### config.mk
export PLATFORM = sky130hd
export DESIGN_NAME = linear_grid_sampler_top
export DESIGN_NICKNAME = d
export VERILOG_FILES = /design/src/hdl/lgs_pkg.sv /design/src/hdl/lgs_ctrl.sv /design/src/hdl/lgs_datapath.sv /design/src/hdl/linear_grid_sampler_top.sv
export SDC_FILE = /design/constraint.sdc
export NUM_CORES = 1
export LEC_CHECK = 0
export BUFFER_PORTS_ARGS = -buffer_cell sky130_fd_sc_hd__buf_4
export CAP_MARGIN = 25
export CORE_MARGIN = 2
export CORE_UTILIZATION = 55
export DETAILED_ROUTE_END_ITERATION = 8
export PLACE_DENSITY = 0.77
export SLEW_MARGIN = 20
export SYNTH_ARGS = -nofsm -noshare
export SYNTH_HDL_FRONTEND = slang
export SYNTH_SLANG_ARGS = --single-unit
### constraint.sdc
create_clock -name i_clk -period 4.7 [get_ports i_clk]
set_input_delay 0.235 -clock i_clk [delete_from_list [all_inputs] [get_ports i_clk]]
set_output_delay 0.235 -clock i_clk [all_outputs]
set_load 0.02 [all_outputs]
### src/hdl/lgs_pkg.sv
`timescale 1ns / 1ps

package lgs_pkg;

    localparam int CAUSE_W   = 3;
    localparam int LIMIT_W   = 7;
    localparam int VALUE_W   = 8;
    localparam int POS_W     = 6;
    localparam int SPAN_W    = VALUE_W + 1;
    localparam int DIV_STEPS = VALUE_W;
    localparam int STEP_W    = $clog2(DIV_STEPS);

    localparam logic [CAUSE_W-1:0] NUM_CAUSES = 3'd6;

    typedef struct packed {
        logic [CAUSE_W-1:0] cause_code;
        logic [LIMIT_W-1:0] limit;
    } t_in_beat;

    typedef struct packed {
        logic [CAUSE_W-1:0] action_code;
        logic [VALUE_W-1:0] grid_point;
        logic [POS_W-1:0]   position;
        logic               final_flag;
        logic               error_flag;
    } t_out_beat;

    typedef struct packed {
        logic load;
        logic err_beat;
        logic div_step;
        logic emit;
    } t_cmd;

    typedef struct packed {
        logic in_err;
        logic single;
        logic div_last;
        logic last;
    } t_stat;

    function automatic logic [VALUE_W-1:0] range_lower(input logic [CAUSE_W-1:0] cause);
        logic [VALUE_W-1:0] v;
        case (cause)
            3'd0: v = 8'd0;
            3'd1: v = 8'd1;
            3'd2: v = 8'd1;
            3'd3: v = 8'd0;
            3'd4: v = 8'd0;
            3'd5: v = 8'd1;
            default: v = 8'd0;
        endcase
        return v;
    endfunction

    function automatic logic [VALUE_W-1:0] range_upper(input logic [CAUSE_W-1:0] cause);
        logic [VALUE_W-1:0] v;
        case (cause)
            3'd0: v = 8'd100;
            3'd1: v = 8'd4;
            3'd2: v = 8'd10;
            3'd3: v = 8'd100;
            3'd4: v = 8'd255;
            3'd5: v = 8'd200;
            default: v = 8'd0;
        endcase
        return v;
    endfunction

endpackage

### src/hdl/lgs_ctrl.sv
`timescale 1ns / 1ps

module lgs_ctrl
    import lgs_pkg::*;
(
    input  logic  i_clk,
    input  logic  i_rst_n,
    input  logic  i_start,
    input  t_stat i_stat,
    output t_cmd  o_cmd,
    output logic  o_busy
);

    typedef enum logic [2:0] {
        ST_IDLE = 3'b001,
        ST_DIV  = 3'b010,
        ST_EMIT = 3'b100
    } t_state;

    t_state r_state;
    t_state n_state;

    always_comb begin
        n_state = r_state;
        o_cmd   = '0;
        case (r_state)
            ST_IDLE: begin
                if (i_start) begin
                    if (i_stat.in_err) begin
                        o_cmd.err_beat = 1'b1;
                    end else begin
                        o_cmd.load = 1'b1;
                        n_state    = i_stat.single ? ST_EMIT : ST_DIV;
                    end
                end
            end
            ST_DIV: begin
                o_cmd.div_step = 1'b1;
                if (i_stat.div_last) begin
                    n_state = ST_EMIT;
                end
            end
            ST_EMIT: begin
                o_cmd.emit = 1'b1;
                if (i_stat.last) begin
                    n_state = ST_IDLE;
                end
            end
            default: begin
                n_state = ST_IDLE;
            end
        endcase
    end

    always_ff @(posedge i_clk) begin
        if (!i_rst_n) begin
            r_state <= ST_IDLE;
        end else begin
            r_state <= n_state;
        end
    end

    assign o_busy = (r_state != ST_IDLE);

endmodule

### src/hdl/lgs_datapath.sv
`timescale 1ns / 1ps

module lgs_datapath
    import lgs_pkg::*;
#(
    parameter int MAX_LIMIT = 64
)
(
    input  logic      i_clk,
    input  logic      i_rst_n,
    input  t_in_beat  i_req,
    input  t_cmd      i_cmd,
    output t_stat     o_stat,
    output t_out_beat o_result,
    output logic      o_strobe
);

    logic [CAUSE_W-1:0] r_cause;
    logic [VALUE_W-1:0] r_q;
    logic [POS_W-1:0]   r_r;
    logic [POS_W-1:0]   r_den;
    logic [POS_W-1:0]   r_idx;
    logic [VALUE_W-1:0] r_dvd;
    logic [POS_W-1:0]   r_rem;
    logic [STEP_W-1:0]  r_step;
    t_out_beat          r_out;
    logic               r_strobe;

    logic [VALUE_W-1:0] lo;
    logic [VALUE_W-1:0] hi;
    logic [LIMIT_W-1:0] lim_sat;
    logic [SPAN_W-1:0]  avail;
    logic [LIMIT_W-1:0] cnt;
    logic [POS_W:0]     rem_sh;
    logic               q_bit;
    logic [POS_W:0]     acc;
    logic               wrap;
    logic [POS_W-1:0]   half;
    logic               rnd;

    assign lo      = range_lower(i_req.cause_code);
    assign hi      = range_upper(i_req.cause_code);
    assign lim_sat = (i_req.limit > LIMIT_W'(MAX_LIMIT)) ? LIMIT_W'(MAX_LIMIT) : i_req.limit;
    assign avail   = {1'b0, hi} - {1'b0, lo} + SPAN_W'(1);
    assign cnt     = (SPAN_W'(lim_sat) < avail) ? lim_sat : avail[LIMIT_W-1:0];

    assign o_stat.in_err   = (i_req.limit == '0) || (i_req.cause_code >= NUM_CAUSES);
    assign o_stat.single   = (cnt == LIMIT_W'(1));
    assign o_stat.div_last = (r_step == '0);
    assign o_stat.last     = (r_idx == r_den);

    assign rem_sh = {r_rem, r_dvd[VALUE_W-1]};
    assign q_bit  = (rem_sh >= {1'b0, r_den});

    assign acc  = {1'b0, r_r} + {1'b0, r_rem};
    assign wrap = (acc >= {1'b0, r_den});

    assign half = r_den >> 1;
    assign rnd  = (r_den != '0) &&
                  ((r_r > half) || (!r_den[0] && (r_r == half) && r_q[0]));

    always_ff @(posedge i_clk) begin
        if (i_cmd.load) begin
            r_cause <= i_req.cause_code;
            r_q     <= lo;
            r_r     <= '0;
            r_den   <= POS_W'(cnt - LIMIT_W'(1));
            r_idx   <= '0;
            r_dvd   <= hi - lo;
            r_rem   <= '0;
            r_step  <= STEP_W'(DIV_STEPS - 1);
        end else if (i_cmd.div_step) begin
            r_dvd  <= {r_dvd[VALUE_W-2:0], q_bit};
            r_rem  <= q_bit ? POS_W'(rem_sh - {1'b0, r_den}) : rem_sh[POS_W-1:0];
            r_step <= r_step - STEP_W'(1);
        end else if (i_cmd.emit) begin
            r_r   <= wrap ? POS_W'(acc - {1'b0, r_den}) : acc[POS_W-1:0];
            r_q   <= r_q + r_dvd + VALUE_W'(wrap);
            r_idx <= r_idx + POS_W'(1);
        end
    end

    always_ff @(posedge i_clk) begin
        if (i_cmd.err_beat) begin
            r_out.action_code <= '0;
            r_out.grid_point  <= '0;
            r_out.position    <= '0;
            r_out.final_flag  <= 1'b1;
            r_out.error_flag  <= 1'b1;
        end else if (i_cmd.emit) begin
            r_out.action_code <= r_cause;
            r_out.grid_point  <= r_q + VALUE_W'(rnd);
            r_out.position    <= r_idx;
            r_out.final_flag  <= o_stat.last;
            r_out.error_flag  <= 1'b0;
        end
    end

    always_ff @(posedge i_clk) begin
        if (!i_rst_n) begin
            r_strobe <= 1'b0;
        end else begin
            r_strobe <= i_cmd.err_beat || i_cmd.emit;
        end
    end

    assign o_result = r_out;
    assign o_strobe = r_strobe;

endmodule

### src/hdl/linear_grid_sampler_top.sv
`timescale 1ns / 1ps

// A run of two or more values first passes through the serial divider, then gives one result per cycle.
// A serial divider sets the step between grid points; a run of one value skips the divider.
// An error request gives one result in the cycle after acceptance and leaves the block idle.
// Results cannot be stalled; each beat shows on o_result for one cycle with o_strobe high.
// Synchronous active-low reset returns the controller to idle and clears the strobe.
module linear_grid_sampler_top
    import lgs_pkg::*;
#(
    parameter int MAX_LIMIT = 64
)
(
    input  logic      i_clk,
    input  logic      i_rst_n,
    input  logic      start,
    output logic      busy,
    input  t_in_beat  i_req,
    output t_out_beat o_result,
    output logic      o_strobe
);

    t_cmd  cmd;
    t_stat stat;
    logic  req_err;

    lgs_ctrl u_ctrl (
        .i_clk   (i_clk),
        .i_rst_n (i_rst_n),
        .i_start (start),
        .i_stat  (stat),
        .o_cmd   (cmd),
        .o_busy  (busy)
    );

    lgs_datapath #(
        .MAX_LIMIT (MAX_LIMIT)
    ) u_datapath (
        .i_clk    (i_clk),
        .i_rst_n  (i_rst_n),
        .i_req    (i_req),
        .i_cmd    (cmd),
        .o_stat   (stat),
        .o_result (o_result),
        .o_strobe (o_strobe)
    );

    assign req_err = (i_req.limit == '0) || (i_req.cause_code >= NUM_CAUSES);

    a_err_beat: assert property (@(posedge i_clk) disable iff (!i_rst_n)
        (start && !busy && req_err) |=>
            (o_strobe && o_result.error_flag && o_result.final_flag))
        else $error("error request did not give one final error beat");

    a_run_busy: assert property (@(posedge i_clk) disable iff (!i_rst_n)
        (o_strobe && !o_result.final_flag) |-> busy)
        else $error("block idle while a run is still open");

    a_run_next: assert property (@(posedge i_clk) disable iff (!i_rst_n)
        (o_strobe && !o_result.final_flag) |=>
            (o_strobe && (o_result.position == $past(o_result.position) + POS_W'(1))))
        else $error("run beats not consecutive");

    a_err_clean: assert property (@(posedge i_clk) disable iff (!i_rst_n)
        (o_strobe && o_result.error_flag) |->
            (o_result.final_flag && (o_result.grid_point == '0) && (o_result.position == '0)))
        else $error("error beat carries data");

endmodule
==> qor.yml <==
worst_setup_path:
  reg2reg_to: "u_datapath.r_q[6]$_SDFFCE_PP0P_"
  crit_type: "register to register"
  r2r_start: "u_datapath.r_rem[0]$_SDFFE_PP0N_"
  crit_required_ps: 4820
  worstPathArrival_ps: 4580
  critPathCapture: "u_datapath.r_q[6]$_SDFFCE_PP0P_"
  crit_fanout: 4
  cp-startpoint: "u_datapath.r_rem[0]$_SDFFE_PP0N_"
  startpoint_type: "register"
  rrSetupSlack_ps: 240
  reg2regPathDepth: 17
  end_kind: "register"
grt:
  first_global_vias: 3576
  grt.overflow.total: 0
  grt_max_degree: 35
  grt_pass1_wl_um: 16800
  grt_antenna_before_repair: 0
  grt_usage: 0.240
clock_tree:
  cts_inserted_buffers: 9
  post_cts_buffers: 0
  cts.clk_slew.worst_paths_ps: 90
  postCtsHoldBufs: 0
  cts_sinks: 69
  cts_max_level: 3
  clk_path_buf_depth: 2
  clk_latency_ps: 360
  cts_tree: "yes"
  cts-root-buf: "clkbuf_8"
power_and_ir_drop:
  switchingPower_uw: 547
  combPwrFrac: 0.257
  power.density_nw_per_um2: 329
  cellLeakagePower_uw: 0.00232
  swShare: 0.322
  clockPowerShare: 0.317
  peakVddDrop_v: 0.000147
  internal_power_uw: 1150
  p_seq_frac: 0.426
finish:
  diodes: 0
  post-route-util: 0.633
  drive_above_1_share: 0.123
  layoutNonFillerInstCount: 657
  final_common_cell: "nand2_1"
  area_delta_synth_final_pct: 12.3
  finalNetCount: 615
  final_cell_mix: "nand2_1, ha_1, dfxtp_1"
route:
  wire_per_inst_um: 15.4
  vias: 3759
  antenna_left: 0
  dr.pass1.iters: 5
  viasPerCell: 5.72
  drt-initial-drc-count: 222
  route.detailed.drc: 0
  wl_um: 10100
die:
  die_area_sq_um: 9130
  die_x_um: 95.5
  rows: 33
  core-area_sq_um: 8180
  start_util: 0.564
  boundaryPins: 34
  die_h_um: 95.5
run:
  max-cap-violations: 0
sta:
  fmax_mhz: 224
  clock_skew_ps: 15.4
  rsz0062_at_grt: "false"
  layout_setup_ws_ps: 239
  worstMarginPinSlew_ps: 874
  relSlewSlack: 0.416
  fin_crit_sh: 0.949
  fin_crit_ps: 4460
  finalSetupTns_ps: 0
  timing.final.max_slew_violations: 0
  hold_violations: 0
  setup_viol: 0
synthesis:
  ys_ff_latch: 69
  async_flop_share: 0
  syn_inst: 516
  syn_avg_cell_area_sq_um: 8.93
  ys_seq_area_frac: 0.354
  syn-num-nets: 584
  synth-edff-count: 25
  synth_flop_cell: "dfxtp_1"
  yosysWarnings: 0
  yosysUniqueCellTypes: 55
  synth.cell_area_sq_um: 4610
placement:
  placed_cells: 641
  place_ws_ps: 212
  routabilityCongestion: 0.946
  io_buffers: 33
  place_hpwl_um: 7470
status:
  status: "finished, final reports clean"
worst_hold_path:
  hold_path_class: "primary input to register"
  hold-path-cell-count: 1
area by class of cell:
cell class | instances | area (sq um)
well taps | 105 | 131
clock buffers | 10 | 149
fillers | 688 | 3000
inverters | 31 | 116
clock inverters | 6 | 72.6
multi-input cells | 398 | 2790
flip-flops and latches | 69 | 1630
repair buffers | 38 | 285
registers in the layout, indices dropped and copies added, names as in the netlist:
| name | cells |
|---|---|
| u_datapath.o_strobe | 1 |
| u_datapath.r_r | 6 |
| u_datapath.o_result | 19 |
| u_datapath.r_den | 6 |
| u_ctrl.r_state | 3 |
| u_datapath.r_rem | 6 |
| u_datapath.r_q | 8 |
| u_datapath.r_cause | 3 |
| u_datapath.r_step | 3 |
| u_datapath.r_idx | 6 |
| u_datapath.r_dvd | 8 |
timing repair:
item / 4_1_cts / 5_1_grt
resized for setup: 0 / 1
endpoints found under the setup margin: 0 / 1
hold endpoints to repair: 0 / 0
worst min path at each step:
| stage | from | end | slack (ps) |
|---|---|---|---|
| finish | i_req[7] | u_datapath.r_cause[0]$_DFFE_PP_ | 90 |
| global route | i_req[7] | u_datapath.r_cause[0]$_DFFE_PP_ | 90 |
| CTS | i_req[7] | u_datapath.r_cause[0]$_DFFE_PP_ | 80 |
| detailed placement | u_datapath.o_result[8]$_SDFFE_PP0N_ | u_datapath.o_result[8]$_SDFFE_PP0N_ | 450 |
| global placement | u_datapath.o_result[0]$_SDFFE_PP1N_ | u_datapath.o_result[0]$_SDFFE_PP1N_ | 440 |
| floorplan | i_rst_n | u_ctrl.r_state[0]$_SDFFE_PN1P_ | 310 |
metal layers:
layer | vias to the layer above | GRT usage | part of all wire
met5 | - | 0 | 0
met3 | 29 | 0.0530 | 0.060
met4 | 0 | 0.102 | 0.029
li1 | 1881 | - | -
met2 | 126 | 0.385 | 0.46
met1 | 1723 | 0.310 | 0.45
per-stage QoR:
step                      hold WS, ps  power, uW  instance area [sq um]
after global routing             86.5       1800                   5170
final                            88.4       1700                   5170
after CTS                        81.9       1700                   5170
after global placement            439       1150                   4950
after detailed placement          448       1170                   4950
after floorplan                   307       1060                   4610
critical path, cell delays in order (launching register included):
cell	delay, ps
dfxtp_1	350
ha_1	240
fa_1	500
a21o_1	190
a21oi_1	170
xnor2_1	170
ha_1	310
a21o_1	230
a211oi_4	250
inv_1	90
fa_1	460
fa_1	410
a21o_1	180
a21oi_2	170
o21bai_1	80
a21oi_1	190
xor2_1	170
nor2_1	50
synthesized netlist by cell type (4+ instances only):
cell,number,area [sq um]
a211oi_1,10,75.1
a21o_1,11,82.6
a21oi_1,32,160
buf_2,6,30.0
clkbuf_1,11,41.3
dfxtp_1,44,881
edfxtp_1,25,751
fa_1,5,100
ha_1,50,626
inv_1,31,116
mux2i_1,8,80.1
nand2_1,57,214
nand2b_1,7,43.8
nand3_1,21,105
nand4_1,5,31.3
nor2_1,40,150
nor2b_1,14,87.6
nor3_1,7,35.0
o21a_1,4,30.0
o21ai_0,36,180
o21ai_1,4,20.0
o31ai_1,4,30.0
xnor2_1,23,201
xor2_1,18,158
power by group through the flow:
stage	logic (uW)	clock network, uW	registers [uW]
after floorplan	325	0	732
after global placement	413	0	736
after detailed placement	428	0	738
after CTS	434	546	724
after global routing	493	571	731
final	437	539	726
kinds of logic (layout without fill, tap and decap cells):
logic type / Yosys count / in the layout / share of synthesized area
AOI/OAI and AO/OA: 121 / 121 / 0.167
xor gates and xnor gates: 42 / 42 / 0.0814
adders and majority gates: 55 / 55 / 0.157
buffers and inverters: 49 / 85 / 0.0418
DFF: 69 / 69 / 0.354
muxes: 10 / 10 / 0.0223
and+or+nand+nor: 170 / 170 / 0.176
No activity file was read; power rests on OpenSTA's default activity.
